$ cat config.mk
export PLATFORM = sky130hd
export DESIGN_NAME = htd_ram
export DESIGN_NICKNAME = d
export VERILOG_FILES = /design/src/rtl/huffman_tree_decoder_top_macros.svh /design/src/rtl/htd_ram.sv
export SDC_FILE = /design/constraint.sdc
export NUM_CORES = 1
export LEC_CHECK = 0
export BUFFER_PORTS_ARGS = -buffer_cell sky130_fd_sc_hd__buf_2
export CORE_MARGIN = 2
export CORE_UTILIZATION = 29
export DETAILED_ROUTE_END_ITERATION = 8
export PLACE_DENSITY_LB_ADDON = 0.2
export SKIP_CTS_REPAIR_TIMING = 1
export SYNTH_ARGS = -nofsm -noshare
export SYNTH_HDL_FRONTEND = slang
export SYNTH_SLANG_ARGS = --single-unit
$ cat constraint.sdc
create_clock -name clock -period 1.87 [get_ports clock]
set_input_delay 0.0935 -clock clock [delete_from_list [all_inputs] [get_ports clock]]
set_output_delay 0.0935 -clock clock [all_outputs]
set_load 0.01 [all_outputs]
$ cat src/rtl/huffman_tree_decoder_top_macros.svh
// assertion helpers used by the walk module
`ifndef HUFFMAN_TREE_DECODER_TOP_MACROS_SVH
`define HUFFMAN_TREE_DECODER_TOP_MACROS_SVH

// property checked on every rising clock edge outside reset
`define HTD_ASSERT(lbl, prop, msg) \
   lbl: assert property (@(posedge clock) disable iff (reset) prop) else $error(msg);

// condition in one cycle implies an outcome in the next
`define HTD_ASSERT_NEXT(lbl, cond, outcome, msg) \
   lbl: assert property (@(posedge clock) disable iff (reset) (cond) |=> (outcome)) \
      else $error(msg);

`endif

$ cat src/rtl/htd_ram.sv
module htd_ram #(
   parameter int WIDTH = 8,
   parameter int DEPTH = 16,
   localparam int AW = (DEPTH > 2) ? $clog2(DEPTH) : 1
) (
   input  logic             clock,
   input  logic             wr_en,
   input  logic [AW-1:0]    wr_addr,
   input  logic [WIDTH-1:0] wr_data,
   input  logic             rd_en,
   input  logic [AW-1:0]    rd_addr,
   output logic [WIDTH-1:0] rd_data
);

   logic [WIDTH-1:0] mem [DEPTH];
   logic [WIDTH-1:0] rd_data_ff;

   always_ff @(posedge clock) begin
      if (wr_en) begin
         mem[wr_addr] <= wr_data;
      end
      // read data holds while no read is issued
      if (rd_en) begin
         rd_data_ff <= mem[rd_addr];
      end
   end

   assign rd_data = rd_data_ff;

endmodule

[Yosys cells after proc, flatten, opt, wreduce, memory -nomap -nowiden]
Memories as Yosys holds them, arrays and structs flattened. A register that Yosys moved wholly into a read port is not among the register bits.
Cells that the tools add are included.
Storage, ports and cells
  register bits: 0
  RAM bits: 128
  input bits: 19
  output and inout bits: 8
  logic and storage cells: 3
  memories: 1
Cells by class
  multiplexer cells: 2
Memories
  mem: words 16, width 8, read ports 1, clocked after memory_dff 1, write ports 1, line htd_ram.sv:15  | logic [WIDTH-1:0] mem [DEPTH];
Operator list (count)
  $mux 1: 2

[Depth between registers and ports, before layout]
  depth after elaboration: 2
  mapped depth: 5
  mapped depth without buffers: 3

[Least setup slack after synthesis]
Ideal clock, no wire load.
  path type: input to register
  start point: in wr_addr[2]
  end point: mem mem[0][0], enable pin
  setup time: 383 ps
  arrival time: 1203 ps
  data required time: 1487 ps
  path slack: 284 ps
  stages on the path: 2
  path buffers: 0
  cells stage by stage: or3b_2 nor3_1
RTL lines
  from (decl): line htd_ram.sv:8  | input logic [AW-1:0] wr_addr,
  to (decl): line htd_ram.sv:15
Straight into the memory's write port.

==> flow_summary_export.csv <==
group,metric,value,unit
outcome,outcome,"finished clean",
routing,dr.first_iter.drc_count,137,
placed_design,hpwl,7.09,mm
setup_path,max_stage_delay,0.52,ns
routing,drt_wl_total,11.4,mm
setup_path,crit_required,2.03,ns
floorplanning,die_width,138,um
layout,drive_gt1_frac,0.319,
flow_run,cap_violations,0,
setup_path,start_kind,"flop",
timing,fin_ws,0.327,ns
setup_path,path_class,"flop to flop",
grt,overflow,0,
layout,final_common_cell,"edfxtp_1",
placed_design,place_area,5750,um2
routing,drc,0,
timing,maxSlewHeadroom,0.698,
grt,antenna_found_initial,1,
timing,worstMarginPinSlew,0.454,ns
floorplanning,die_y,138,um
synthesis,synthSimpleGateAreaFrac,0.0314,
worst_hold_path,hold_class,"primary input to flop",
timing,rsz0062_at_grt,"false",
synthesis,synth_seq_cells,136,
synthesis,ys_types,18,
synthesis,synthAdderAreaFrac,0,
synthesis,synthCells,229,
layout,antenna_cells,0,
routing,num_vias,2448,
layout,synthToLayoutAreaGrowth,21.3,%
floorplanning,core_area,17800,um2
clock_network,root_buffer,"clkbuf_16",
setup_path,slowest_stage,"mux4_1",
clock_network,clk_pin_slew,0.06,ns
synthesis,synth_xor_area_frac,0,
timing,fmaxAchievable,648,MHz
grt,grt_pass1_vias,2601,
grt,grt_max_degree,33,
setup_path,cp_cell_sequence,"mux4_1 -> a22oi_1 -> nand2_1",
placed_design,gp_congestion,0.695,
synthesis,syn_area,5230,um2
layout,post-route-util,0.355,
routing,drt-vias-per-instance,4.65,
layout,final_area,6340,um2
floorplanning,core.rowCount,49,
setup_path,crit_path_end,"rd_data[2]$_DFFE_PP_",
synthesis,synth_compound_area_frac,0.0230,
synthesis,syn_nets,248,
synthesis,muxShareOfSynthArea,0.148,
timing,setup_violations,0,
clock_network,cts.sinks,136,
setup_path,regToRegSetupSlack,0.33,ns
floorplanning,fp.dieArea,19100,um2
setup_path,crit_arrival,1.70,ns
timing,fin_tns_setup,0,ns
setup_path,cp.depth,3,
setup_path,regToRegEndpoint,"rd_data[2]$_DFFE_PP_",
setup_path,cp_max_fo,1,
timing,period_minus_slack,1.54,ns
layout,num-nets-final,304,
setup_path,path_buf_inv,0,
timing,final_hold_viol_count,0,
timing,hold-worst-slack,0.0700,ns
clock_network,cts_tree,"yes",
timing,drv_slew,0,
synthesis,synth_top_family_by_area,"multiplexers",
placed_design,portBuffers,26,
synthesis,seq_area_frac_synth,0.781,
routing,wl_per_cell,21.7,um
synthesis,synth_area_per_cell,22.8,um2
clock_network,cts_buffers,17,
setup_path,cp_top_family,"multiplexers",
timing,finClkSkew,0.00777,ns
synthesis,yosysWarnings,0,
clock_network,clock_latency,0.42,ns
grt,grt_pass1_wl,16.7,mm
setup_path,reg2regPathDepth,3,
power_and_ir_drop,p_leak,0.00211,uW
setup_path,r2r_start,"mem[9][2]$_DFFE_PP_",
setup_path,endpoint_kind,"flop",
clock_network,max-clock-path-buffers,2,
layout,final_cell_mix,"136 x edfxtp_1, 26 x buf_2, 18 x mux4_2, 18 x buf_4, 17 x clkbuf_16",
floorplanning,start_util,0.293,
timing,period_share,0.825,
routing,first_pass_iters,4,
floorplanning,io_pins,27,
routing,ant_nets,0,
power_and_ir_drop,powerDensity,1120,nW/um2
setup_path,startpoint,"mem[9][2]$_DFFE_PP_",
placed_design,dp_slack,0.128,ns
power_and_ir_drop,peakVddDrop,0.528,mV
grt,grt.total_usage,0.125,
clock_network,htreeDepth,4,
-- sequential cells by signal, summed over array words and instances (netlist names) --
name / count
rd_data: 8
mem: 128
-- logic make-up after synthesis --
group                  count (synthesis)
AOI/OAI and AO/OA                     16
DFF                                  136
and+or+nand+nor                       35
muxes                                 32
buffers and inverters                 10
-- how the worst min path moves through the flow --
stage               start              endpoint  slack [ns]  depth (start not counted)
5_1_grt             rd_en  rd_data[5]$_DFFE_PP_        0.07                          1
3_3_place_gp   wr_data[0]   mem[1][0]$_DFFE_PP_        0.49                          1
6_report       wr_data[6]  mem[13][6]$_DFFE_PP_        0.07                          1
4_1_cts        wr_data[0]   mem[0][0]$_DFFE_PP_        0.06                          1
3_5_place_dp   wr_data[0]   mem[2][0]$_DFFE_PP_        0.50                          1
2_1_floorplan  wr_data[0]   mem[0][0]$_DFFE_PP_        0.19                          0
-- cell usage after synthesis --
cell	instances	area [um2]
clkdlybuf4s25_2	3	30.0
and2b_1	1	7.51
or3b_2	1	8.76
nand2b_1	2	12.5
nor2b_1	1	6.26
and2_1	1	6.26
nor3_1	4	20.0
a22oi_1	16	120
mux4_1	14	368
edfxtp_1	136	4080
nand3_1	1	5.00
buf_2	3	15.0
buf_4	1	7.51
nor2_1	13	48.8
buf_6	3	33.8
nand3b_1	2	15.0
mux4_2	18	405
nand2_1	9	33.8
-- power breakdown --
part           switching (uW)  internal (uW)
combinational             194            140
sequential               19.6           3440
clock                    1210           2070
-- metal layers --
| metal | routed length (um) | global-route usage | up-vias |
|---|---|---|---|
| li1 | - | - | 1090 |
| met1 | 5320 | 0.168 | 1276 |
| met2 | 5360 | 0.193 | 62 |
| met3 | 543 | 0.0391 | 18 |
| met4 | 187 | 0.0451 | 2 |
| met5 | 11 | 0 | - |
-- cell type report --
cell class                 count  area [um2]
clock buffer                  18         429
clock inverter                14         158
fill                        1653       11500
multi-input combinational     83        1060
sequential                   136        4080
tap                          229         287
timing repair buffer          47         325
-- per-stage QoR --
step	instances	total power (uW)
2_1_floorplan	229	3690
6_report	527	7070
4_1_cts	527	7150
3_3_place_gp	495	3860
5_1_grt	527	7310
3_5_place_dp	495	3870
Power figures use the tool's default switching activity.
