==> config.mk <==
export PLATFORM = sky130hd
export DESIGN_NAME = htd_walk
export DESIGN_NICKNAME = d
export VERILOG_FILES = /design/src/rtl/htd_pkg.sv /design/src/rtl/htd_walk.sv
export VERILOG_INCLUDE_DIRS = /design/src /design/src/rtl
export SDC_FILE = /design/constraint.sdc
export NUM_CORES = 1
export LEC_CHECK = 0
export BUFFER_PORTS_ARGS = -buffer_cell sky130_fd_sc_hd__buf_2
export CORE_ASPECT_RATIO = 0.75
export CORE_MARGIN = 2
export CORE_UTILIZATION = 25
export CTS_CLUSTER_DIAMETER = 60
export DETAILED_ROUTE_END_ITERATION = 10
export GPL_TIMING_DRIVEN = 0
export PLACE_DENSITY_LB_ADDON = 0.12
export SYNTH_ARGS = -nofsm -noshare
export SYNTH_HDL_FRONTEND = slang
export SYNTH_SLANG_ARGS = --single-unit
==> constraint.sdc <==
create_clock -name clock -period 5.51 [get_ports clock]
set_clock_uncertainty 0.15 [all_clocks]
set_input_delay 0.2755 -clock clock [delete_from_list [all_inputs] [get_ports clock]]
set_output_delay 0.2755 -clock clock [all_outputs]
set_load 0.02 [all_outputs]
==> src/rtl/huffman_tree_decoder_top_macros.svh <==
// assertion helpers used by the walk module
`ifndef HUFFMAN_TREE_DECODER_TOP_MACROS_SVH
`define HUFFMAN_TREE_DECODER_TOP_MACROS_SVH

// property checked on every rising clock edge outside reset
`define HTD_ASSERT(lbl, prop, msg) \
   lbl: assert property (@(posedge clock) disable iff (reset) prop) else $error(msg);

// condition in one cycle implies an outcome in the next
`define HTD_ASSERT_NEXT(lbl, cond, outcome, msg) \
   lbl: assert property (@(posedge clock) disable iff (reset) (cond) |=> (outcome)) \
      else $error(msg);

`endif

==> src/rtl/htd_pkg.sv <==
package htd_pkg;

   localparam int NODE_COUNT = 1024;
   localparam int NODE_AW    = (NODE_COUNT > 2) ? $clog2(NODE_COUNT) : 1;
   localparam int IDX_W      = 10;

   localparam logic MODE_LOAD   = 1'b0;
   localparam logic MODE_DECODE = 1'b1;

   typedef struct packed {
      logic [7:0]       symbol;
      logic             end_mark;
      logic             leaf;
      logic [IDX_W-1:0] right;
      logic [IDX_W-1:0] left;
   } node_type;

   localparam int NODE_W = $bits(node_type);

   typedef struct packed {
      logic             mode;
      logic [IDX_W-1:0] node_index;
      logic [IDX_W-1:0] left_child;
      logic [IDX_W-1:0] right_child;
      logic             leaf;
      logic             end_marker;
      logic [7:0]       leaf_symbol;
      logic [7:0]       data_byte;
   } req_type;

   typedef struct packed {
      logic [7:0] symbol;
      logic       end_of_stream;
      logic       last;
   } rsp_type;

   typedef struct packed {
      logic               we;
      logic [NODE_AW-1:0] waddr;
      node_type           wdata;
      logic               re;
      logic [NODE_AW-1:0] raddr;
   } htd_mem_type;

endpackage

==> src/rtl/htd_walk.sv <==
`include "huffman_tree_decoder_top_macros.svh"

module htd_walk (
   input  logic                 clock,
   input  logic                 reset,
   input  logic                 req_valid,
   output logic                 req_stall,
   input  htd_pkg::req_type     req_item,
   output logic                 rsp_valid,
   input  logic                 rsp_stall,
   output htd_pkg::rsp_type     rsp_item,
   output htd_pkg::htd_mem_type mem_req,
   input  logic [htd_pkg::NODE_W-1:0] mem_rdata
);

   import htd_pkg::*;

   localparam logic [1:0] ST_IDLE  = 2'd0;
   localparam logic [1:0] ST_WALK  = 2'd1;
   localparam logic [1:0] ST_FLUSH = 2'd2;

   function automatic logic [IDX_W-1:0] pick_child(node_type n, logic b);
      pick_child = b ? n.right : n.left;
   endfunction

   logic [1:0] state_ff, state_in;
   logic [2:0] bit_ff, bit_in;
   logic [7:0] byte_ff, byte_in;
   node_type   root_ff, root_in;
   node_type   cur_ff, cur_in;
   logic       at_root_ff, at_root_in;
   logic       done_ff, done_in;
   logic       oob_ff, oob_in;
   logic       pend_vld_ff, pend_vld_in;
   rsp_type    pend_ff, pend_in;
   logic       out_vld_ff, out_vld_in;
   rsp_type    out_ff, out_in;

   logic       req_acc, is_dec_req, is_load, is_dec;
   logic       load_ok;
   node_type   new_node, start_src, ent, next_src;
   logic       is_leaf, out_free, blocked, step;
   logic       push_mid, push_fin;
   logic       walk_on;
   logic [IDX_W-1:0] child;
   rsp_type    new_rsp;

   assign req_stall  = (state_ff != ST_IDLE);
   assign req_acc    = req_valid && !req_stall;
   assign is_dec_req = req_acc && (req_item.mode == MODE_DECODE);
   assign is_load    = req_acc && (req_item.mode == MODE_LOAD);
   assign is_dec     = is_dec_req && !done_ff;

   assign new_node = '{symbol:   req_item.leaf_symbol,
                       end_mark: req_item.end_marker,
                       leaf:     req_item.leaf,
                       right:    req_item.right_child,
                       left:     req_item.left_child};
   assign load_ok  = (32'(req_item.node_index) < NODE_COUNT);

   assign start_src = at_root_ff ? root_ff : cur_ff;
   // entries past the table read as an inner node pointing at the root
   assign ent       = oob_ff ? '0 : node_type'(mem_rdata);
   assign next_src  = ent.leaf ? root_ff : ent;

   assign is_leaf  = (state_ff == ST_WALK) && ent.leaf;
   assign out_free = !out_vld_ff || !rsp_stall;
   assign blocked  = is_leaf && pend_vld_ff && !out_free;
   assign step     = (state_ff == ST_WALK) && !blocked;
   assign push_mid = step && is_leaf && pend_vld_ff;
   assign push_fin = (state_ff == ST_FLUSH) && pend_vld_ff && out_free;
   assign walk_on  = step && !(ent.leaf && ent.end_mark) && (bit_ff != 3'd0);

   assign new_rsp.symbol        = ent.end_mark ? 8'd0 : ent.symbol;
   assign new_rsp.end_of_stream = ent.end_mark;
   assign new_rsp.last          = 1'b0;

   always_comb begin
      if (is_dec) begin
         child = pick_child(start_src, req_item.data_byte[7]);
      end else begin
         child = pick_child(next_src, byte_ff[bit_ff - 3'd1]);
      end
   end

   assign oob_in = (mem_req.re) ? (32'(child) >= NODE_COUNT) : oob_ff;

   always_comb begin
      mem_req.we    = is_load && load_ok;
      mem_req.waddr = NODE_AW'(req_item.node_index);
      mem_req.wdata = new_node;
      mem_req.re    = is_dec || walk_on;
      mem_req.raddr = NODE_AW'(child);
   end

   always_comb begin
      state_in   = state_ff;
      bit_in     = bit_ff;
      byte_in    = byte_ff;
      root_in    = root_ff;
      cur_in     = cur_ff;
      at_root_in = at_root_ff;
      done_in    = done_ff;
      unique case (state_ff)
         ST_IDLE: begin
            if (is_load) begin
               if (req_item.node_index == '0) begin
                  root_in = new_node;
               end
               at_root_in = 1'b1;
               done_in    = 1'b0;
            end else if (is_dec) begin
               state_in = ST_WALK;
               bit_in   = 3'd7;
               byte_in  = req_item.data_byte;
            end
         end
         ST_WALK: begin
            if (step) begin
               priority if (ent.leaf && ent.end_mark) begin
                  done_in    = 1'b1;
                  at_root_in = 1'b1;
                  state_in   = ST_FLUSH;
               end else if (bit_ff == 3'd0) begin
                  cur_in     = next_src;
                  at_root_in = 1'b0;
                  state_in   = ST_FLUSH;
               end else begin
                  bit_in = bit_ff - 3'd1;
               end
            end
         end
         ST_FLUSH: begin
            if (!pend_vld_ff || out_free) begin
               state_in = ST_IDLE;
            end
         end
         default: begin
            state_in = ST_IDLE;
         end
      endcase
   end

   // the pending item waits until it is known whether another one follows
   always_comb begin
      pend_in     = pend_ff;
      pend_vld_in = pend_vld_ff;
      out_in      = out_ff;
      out_vld_in  = out_vld_ff;
      if (out_vld_ff && !rsp_stall) begin
         out_vld_in = 1'b0;
      end
      if (push_mid) begin
         out_in     = pend_ff;
         out_vld_in = 1'b1;
      end else if (push_fin) begin
         out_in      = pend_ff;
         out_in.last = 1'b1;
         out_vld_in  = 1'b1;
      end
      if (step && is_leaf) begin
         pend_in     = new_rsp;
         pend_vld_in = 1'b1;
      end else if (push_fin) begin
         pend_vld_in = 1'b0;
      end
   end

   always_ff @(posedge clock) begin
      if (reset) begin
         state_ff    <= ST_IDLE;
         at_root_ff  <= 1'b1;
         done_ff     <= 1'b0;
         pend_vld_ff <= 1'b0;
         out_vld_ff  <= 1'b0;
      end else begin
         state_ff    <= state_in;
         at_root_ff  <= at_root_in;
         done_ff     <= done_in;
         pend_vld_ff <= pend_vld_in;
         out_vld_ff  <= out_vld_in;
      end
      bit_ff  <= bit_in;
      byte_ff <= byte_in;
      root_ff <= root_in;
      cur_ff  <= cur_in;
      oob_ff  <= oob_in;
      pend_ff <= pend_in;
      out_ff  <= out_in;
   end

   assign rsp_valid = out_vld_ff;
   assign rsp_item  = out_ff;

   `HTD_ASSERT(a_eos_is_last, (rsp_valid && rsp_item.end_of_stream) |-> rsp_item.last, "end item not marked last")
   `HTD_ASSERT(a_eos_zero_sym, (rsp_valid && rsp_item.end_of_stream) |-> (rsp_item.symbol == 8'd0), "end item carries a symbol")
   `HTD_ASSERT(a_idle_no_pend, (state_ff == ST_IDLE) |-> !pend_vld_ff, "pending item left behind after a byte")
   `HTD_ASSERT_NEXT(a_done_quiet, is_dec_req && done_ff, state_ff == ST_IDLE, "walk started after end of stream")
   `HTD_ASSERT_NEXT(a_walk_len, step && (bit_ff == 3'd0), state_ff == ST_FLUSH, "walk ran past the last bit")

endmodule

### Yosys cells after proc, flatten, opt, wreduce, memory -nomap -nowiden

Index checks and enable logic that the tools add are counted.

| word-level totals | value |
|---|---|
| flip-flop bits (word level) | 76 |

| cells by class | value |
|---|---|
| add/subtract/negate cells | 1 |
| order comparisons | 1 |
| eq/ne operators | 11 |
| multiplexer cells | 36 |
| bitwise gates (word level) | 3 |
| reduce and logical (&&, ||, !) cells | 43 |

Operator list:

| cell | count |
|---|---|
| $mux W10 | 5 |
| $mux W20 | 2 |
| $logic_and A1 B1 Y1 | 16 |
| $mux W3 | 5 |
| $mux W1 | 13 |
| $mux W2 | 6 |
| $ne A2 B2 Y1 const B | 6 |
| $reduce_and A4 Y1 | 3 |
| $logic_not A10 Y1 | 1 |
| $logic_not A1 Y1 | 8 |
| $reduce_bool A2 Y1 | 4 |
| $pmux W2 S3 | 1 |
| $pmux W3 S2 | 1 |
| $reduce_and A3 Y1 | 2 |
| $reduce_and A6 Y1 | 1 |
| $reduce_bool A3 Y1 | 2 |
| $reduce_and A5 Y1 | 1 |
| $lt A3 B4 Y1 const B | 1 |
| $ne A2 B1 Y1 const B | 2 |
| $pmux W1 S2 | 2 |
| $bmux W1 S3 | 1 |
| $logic_not A3 Y1 | 1 |
| $logic_or A1 B1 Y1 | 3 |
| $ne A3 B1 Y1 const B | 1 |
| 5 further kinds | 7 |

### Depth between registers and ports, before layout

| logic depth | value |
|---|---|
| word-level depth | 9 |
| mapped depth | 7 |

### Least setup slack after synthesis

No wires, ideal clock.

| path | value |
|---|---|
| path kind | flip-flop to flip-flop |
| start | reg state_ff[0] |
| end | reg cur_ff[0] (netlist bit) (enable) |
| data arrival time | 1788 ps |
| required time | 4962 ps |
| setup slack | 3174 ps |
| cell stages (with the launch flop) | 5 |
| clock period less this slack | 2336 ps |
| cells stage by stage | dfxtp_1 nor2b_1 clkbuf_1 o21ai_0 nor2_1 |

| on the way | value |
|---|---|
| longest elaborated chain between the ends | 7 |

RTL lines:

| element | RTL line | text |
|---|---|---|
| from (decl) | htd_walk.sv:26 | `logic [1:0] state_ff, state_in;` |
| from (signal assigned) | htd_walk.sv:177 | `state_ff <= state_in;` |
| $eq A2 B1 Y1 (*) | htd_walk.sv:66, htd_walk.sv:69, htd_walk.sv:104 |  |
| $logic_and A1 B1 Y1 | htd_walk.sv:66 | `assign is_leaf = (state_ff == ST_WALK) && ent.leaf;` |
| $logic_and A1 B1 Y1 (2 in series) | htd_walk.sv:68 | `assign blocked = is_leaf && pend_vld_ff && !out_free;` |
| $logic_not A1 Y1 | htd_walk.sv:69 | `assign step = (state_ff == ST_WALK) && !blocked;` |
| $logic_and A1 B1 Y1 | htd_walk.sv:69 |  |
| $reduce_and A4 Y1 (no line) (*) | -- |  |
| to (signal assigned) | htd_walk.sv:186 | `cur_ff <= cur_in;` |
| to (decl) | htd_walk.sv:30 | `node_type cur_ff, cur_in;` |

Every way passes the cells marked *; elsewhere a longest branch is shown, timed or not.
A chain may end at the register's enable or synchronous reset.

==> flow_metrics.py <==
metrics = {
    "status": {
        "status": "finished clean",
    },
    "layout": {
        "drive_above_1_share": 0.5336,
        "stdcell_count": 631,
        "n_antenna_cell": 0,
        "area_delta_synth_final_pct": 43.98,
        "nets": 511,
        "fill_cells": 1429,
    },
    "clock_tree": {
        "post_cts.repair.setup_buffers": 0,
        "insertion_delay_ns": 0.33,
        "cts.clk_slew.worst_paths_ns": 0.06,
        "numClockSinks": 76,
        "root_buffer": "clkbuf_16",
        "htree_levels": 3,
        "cts_buffers": 9,
        "clock_path_buffers": 2,
        "cts_tree": "done",
    },
    "power": {
        "p_switching_uw": 349.3,
        "peakVddDrop_v": 0.0001539,
        "swShare": 0.2283,
        "p_comb_frac": 0.130,
        "clockPowerShare": 0.452,
        "power.density_nw_per_um2": 293.9,
        "leakagePower_uw": 0.002160,
        "p_int_uw": 1181,
        "p_seq_frac": 0.418,
    },
    "floorplanning": {
        "die_area_um2": 15450,
        "die_h_um": 108.2,
        "rows": 38,
        "coreArea_um2": 14310,
        "start_util": 0.2527,
        "dieWidth_um": 142.9,
        "ios": 147,
    },
    "yosys": {
        "yosysWarnings": 0,
        "postSynthAreaPerCell_um2": 14.52,
        "synthTopCellsByArea": "edfxtp_1, buf_4, mux2_2, mux4_2, dfxtp_1",
        "yosysTopAreaCell": "edfxtp_1",
        "synth_nets": 334,
        "synth.top_cell.area_share": 0.5813,
        "syn_area_um2": 3616,
        "async_flop_share": 0,
        "netlist_instances": 249,
        "synthTopCellsByCount": "edfxtp_1, buf_4, mux2_2",
        "yosysMostFrequentCell": "edfxtp_1",
        "ys_seq_elements": 76,
        "synth_edf_count": 70,
        "netlist-cell-type-count": 31,
        "synthFlopType": "edfxtp_1",
        "seq_area_frac_synth": 0.6145,
    },
    "sta": {
        "timing.hold.ws_ns": 0.03802,
        "setup_viol": 0,
        "setup_tns_ns": 0,
        "postLayoutSetupSlackWorst_ns": 2.636,
        "drv_slew": 0,
        "hold_viol": 0,
        "clock.fmax_ghz": 0.3480,
        "slew-limit-headroom": 0.3379,
        "period_share": 0.5215,
        "tightestPinTransition_ns": 0.9931,
        "rsz0062_at_grt": "false",
        "layout_min_cycle_time_ns": 2.874,
    },
    "critical_path": {
        "cp_slowest_cell": "edfxtp_1",
        "max_stage_delay_ns": 0.42,
        "cp_max_fo": 10,
        "critical_path_arrival_ns": 2.45,
        "critical_path.cell_chain": "inv_1 > ha_1 > mux4_1 > mux2i_1 > buf_6 > mux2i_1 > a21oi_1 > buf_2",
        "worstSetupPathType": "reg -> out",
        "path_common_cell": "mux2i_1",
        "cp_data_required_time_ns": 5.08,
        "endpoint_kind": "output pin",
        "cp-start-kind": "flop",
    },
    "drt": {
        "drt-initial-drc-count": 110,
        "wl_per_cell_um": 14.19,
        "viasPerCell": 4.046,
        "num_vias": 2553,
        "wirelength_um": 8956,
        "ant_nets": 0,
        "dr.pass1.iters": 4,
        "drc_errors": 0,
    },
    "placed_design": {
        "dp_cells": 586,
        "gp_congestion": 0.7262,
        "dp_slack_ns": 2.920,
        "port_buffers": 135,
        "dp.final_hpwl_um": 6278,
    },
    "run": {
        "cap_violations": 0,
    },
    "global_route": {
        "grt_pass1_wl_um": 13680,
        "antenna_found_initial": 0,
        "grt_max_degree": 21,
        "grt_overflow": 0,
        "grtUsageTotal": 0.1190,
        "first_global_vias": 2648,
    },
    "hold_path": {
        "worstHoldPathType": "in -> reg",
    },
}
## stage by stage
stage	power [uW]	util	instance area, um2
2_1_floorplan	765.1	-	3616
3_3_place_gp	835.7	0.3174	4542
3_5_place_dp	837.7	0.3191	4567
4_1_cts	1554	0.3638	5206
5_1_grt	1594	0.3638	5206
6_report	1530	0.3638	5206
## power groups by stage
stage | Clock (uW) | Combinational [uW] | Sequential [uW]
after global placement | 0 | 184 | 652
after global routing | 736 | 217 | 640
after floorplan | 0 | 113 | 652
after CTS | 713 | 202 | 640
after detailed placement | 0 | 186 | 652
final | 691 | 199 | 640
## cell families (layout without fill, tap and decap cells)
kind of cell / after synthesis / count (layout) / share of synthesized area
buf+inv: 56 / 238 / 0.1042
xor+xnor: 1 / 1 / 0.002423
flops: 76 / 76 / 0.6145
compound gates: 22 / 22 / 0.03357
fa+ha+maj: 2 / 2 / 0.006919
simple gates: 49 / 49 / 0.06886
mux: 43 / 43 / 0.1696
## cells in the final DEF, fill, tap and decap left out, types with 11 or more instances in the layout
cell type,n
buf_2,139
edfxtp_1,70
buf_4,42
dlygate4sd3_1,29
mux2_2,20
nor2_1,15
a21oi_1,14
nor2b_1,11
mux2i_1,11
## flip-flops by register name, indices dropped and copies added (netlist names)
| register | flops |
|---|---|
| at_root_ff | 1 |
| cur_ff | 20 |
| pend_vld_ff | 1 |
| bit_ff | 3 |
| rsp_item | 10 |
| rsp_valid | 1 |
| root_ff | 20 |
| byte_ff | 8 |
| pend_ff | 9 |
| done_ff | 1 |
| state_ff | 2 |
## routing by layer
metal,vias to the layer above,global-route usage,wire (um)
met1,1225,0.1511,4116
met3,9,0.03809,436
met4,0,0.03182,91
met2,78,0.1971,4310
met5,-,0,0
li1,1241,-,-
## cell type report
type | count | area, um2 | share of cell area
Sequential cell | 76 | 2222 | 0.4268
Multi-Input combinational cell | 117 | 1020 | 0.1959
Timing Repair Buffer | 166 | 988.4 | 0.1899
Buffer | 51 | 357.8 | 0.06873
Tap cell | 200 | 250.2 | 0.04807
Clock buffer | 9 | 225.2 | 0.04326
Clock inverter | 7 | 123.9 | 0.02379
Inverter | 5 | 18.77 | 0.003605
## what timing repair did
item,in CTS,in global routing
gates resized for setup,0,0
hold buffers,29,0
hold endpoints to repair,29,0
## final timing paths
path | startpoint | endpoint | cells after the start | slack [ns]
setup / recovery | bit_ff[0] | mem_req[7] | 8 | 2.64
hold / removal | reset | pend_vld_ff | 2 | 0.04
setup reg to reg | state_ff[0] | root_ff[13] | 2 | 3.01
hold reg to reg | pend_ff[4] | rsp_item[4] | 0 | 0.26
## worst max-delay path: cells and delay by family, from the launching register on
family	cells	cell delay (ns)
AOI/OAI and AO/OA	1	0.10
adders and majority gates	1	0.34
buffers and inverters	3	0.52
DFF	1	0.42
muxes	3	0.74
Power figures use the tool's default switching activity.
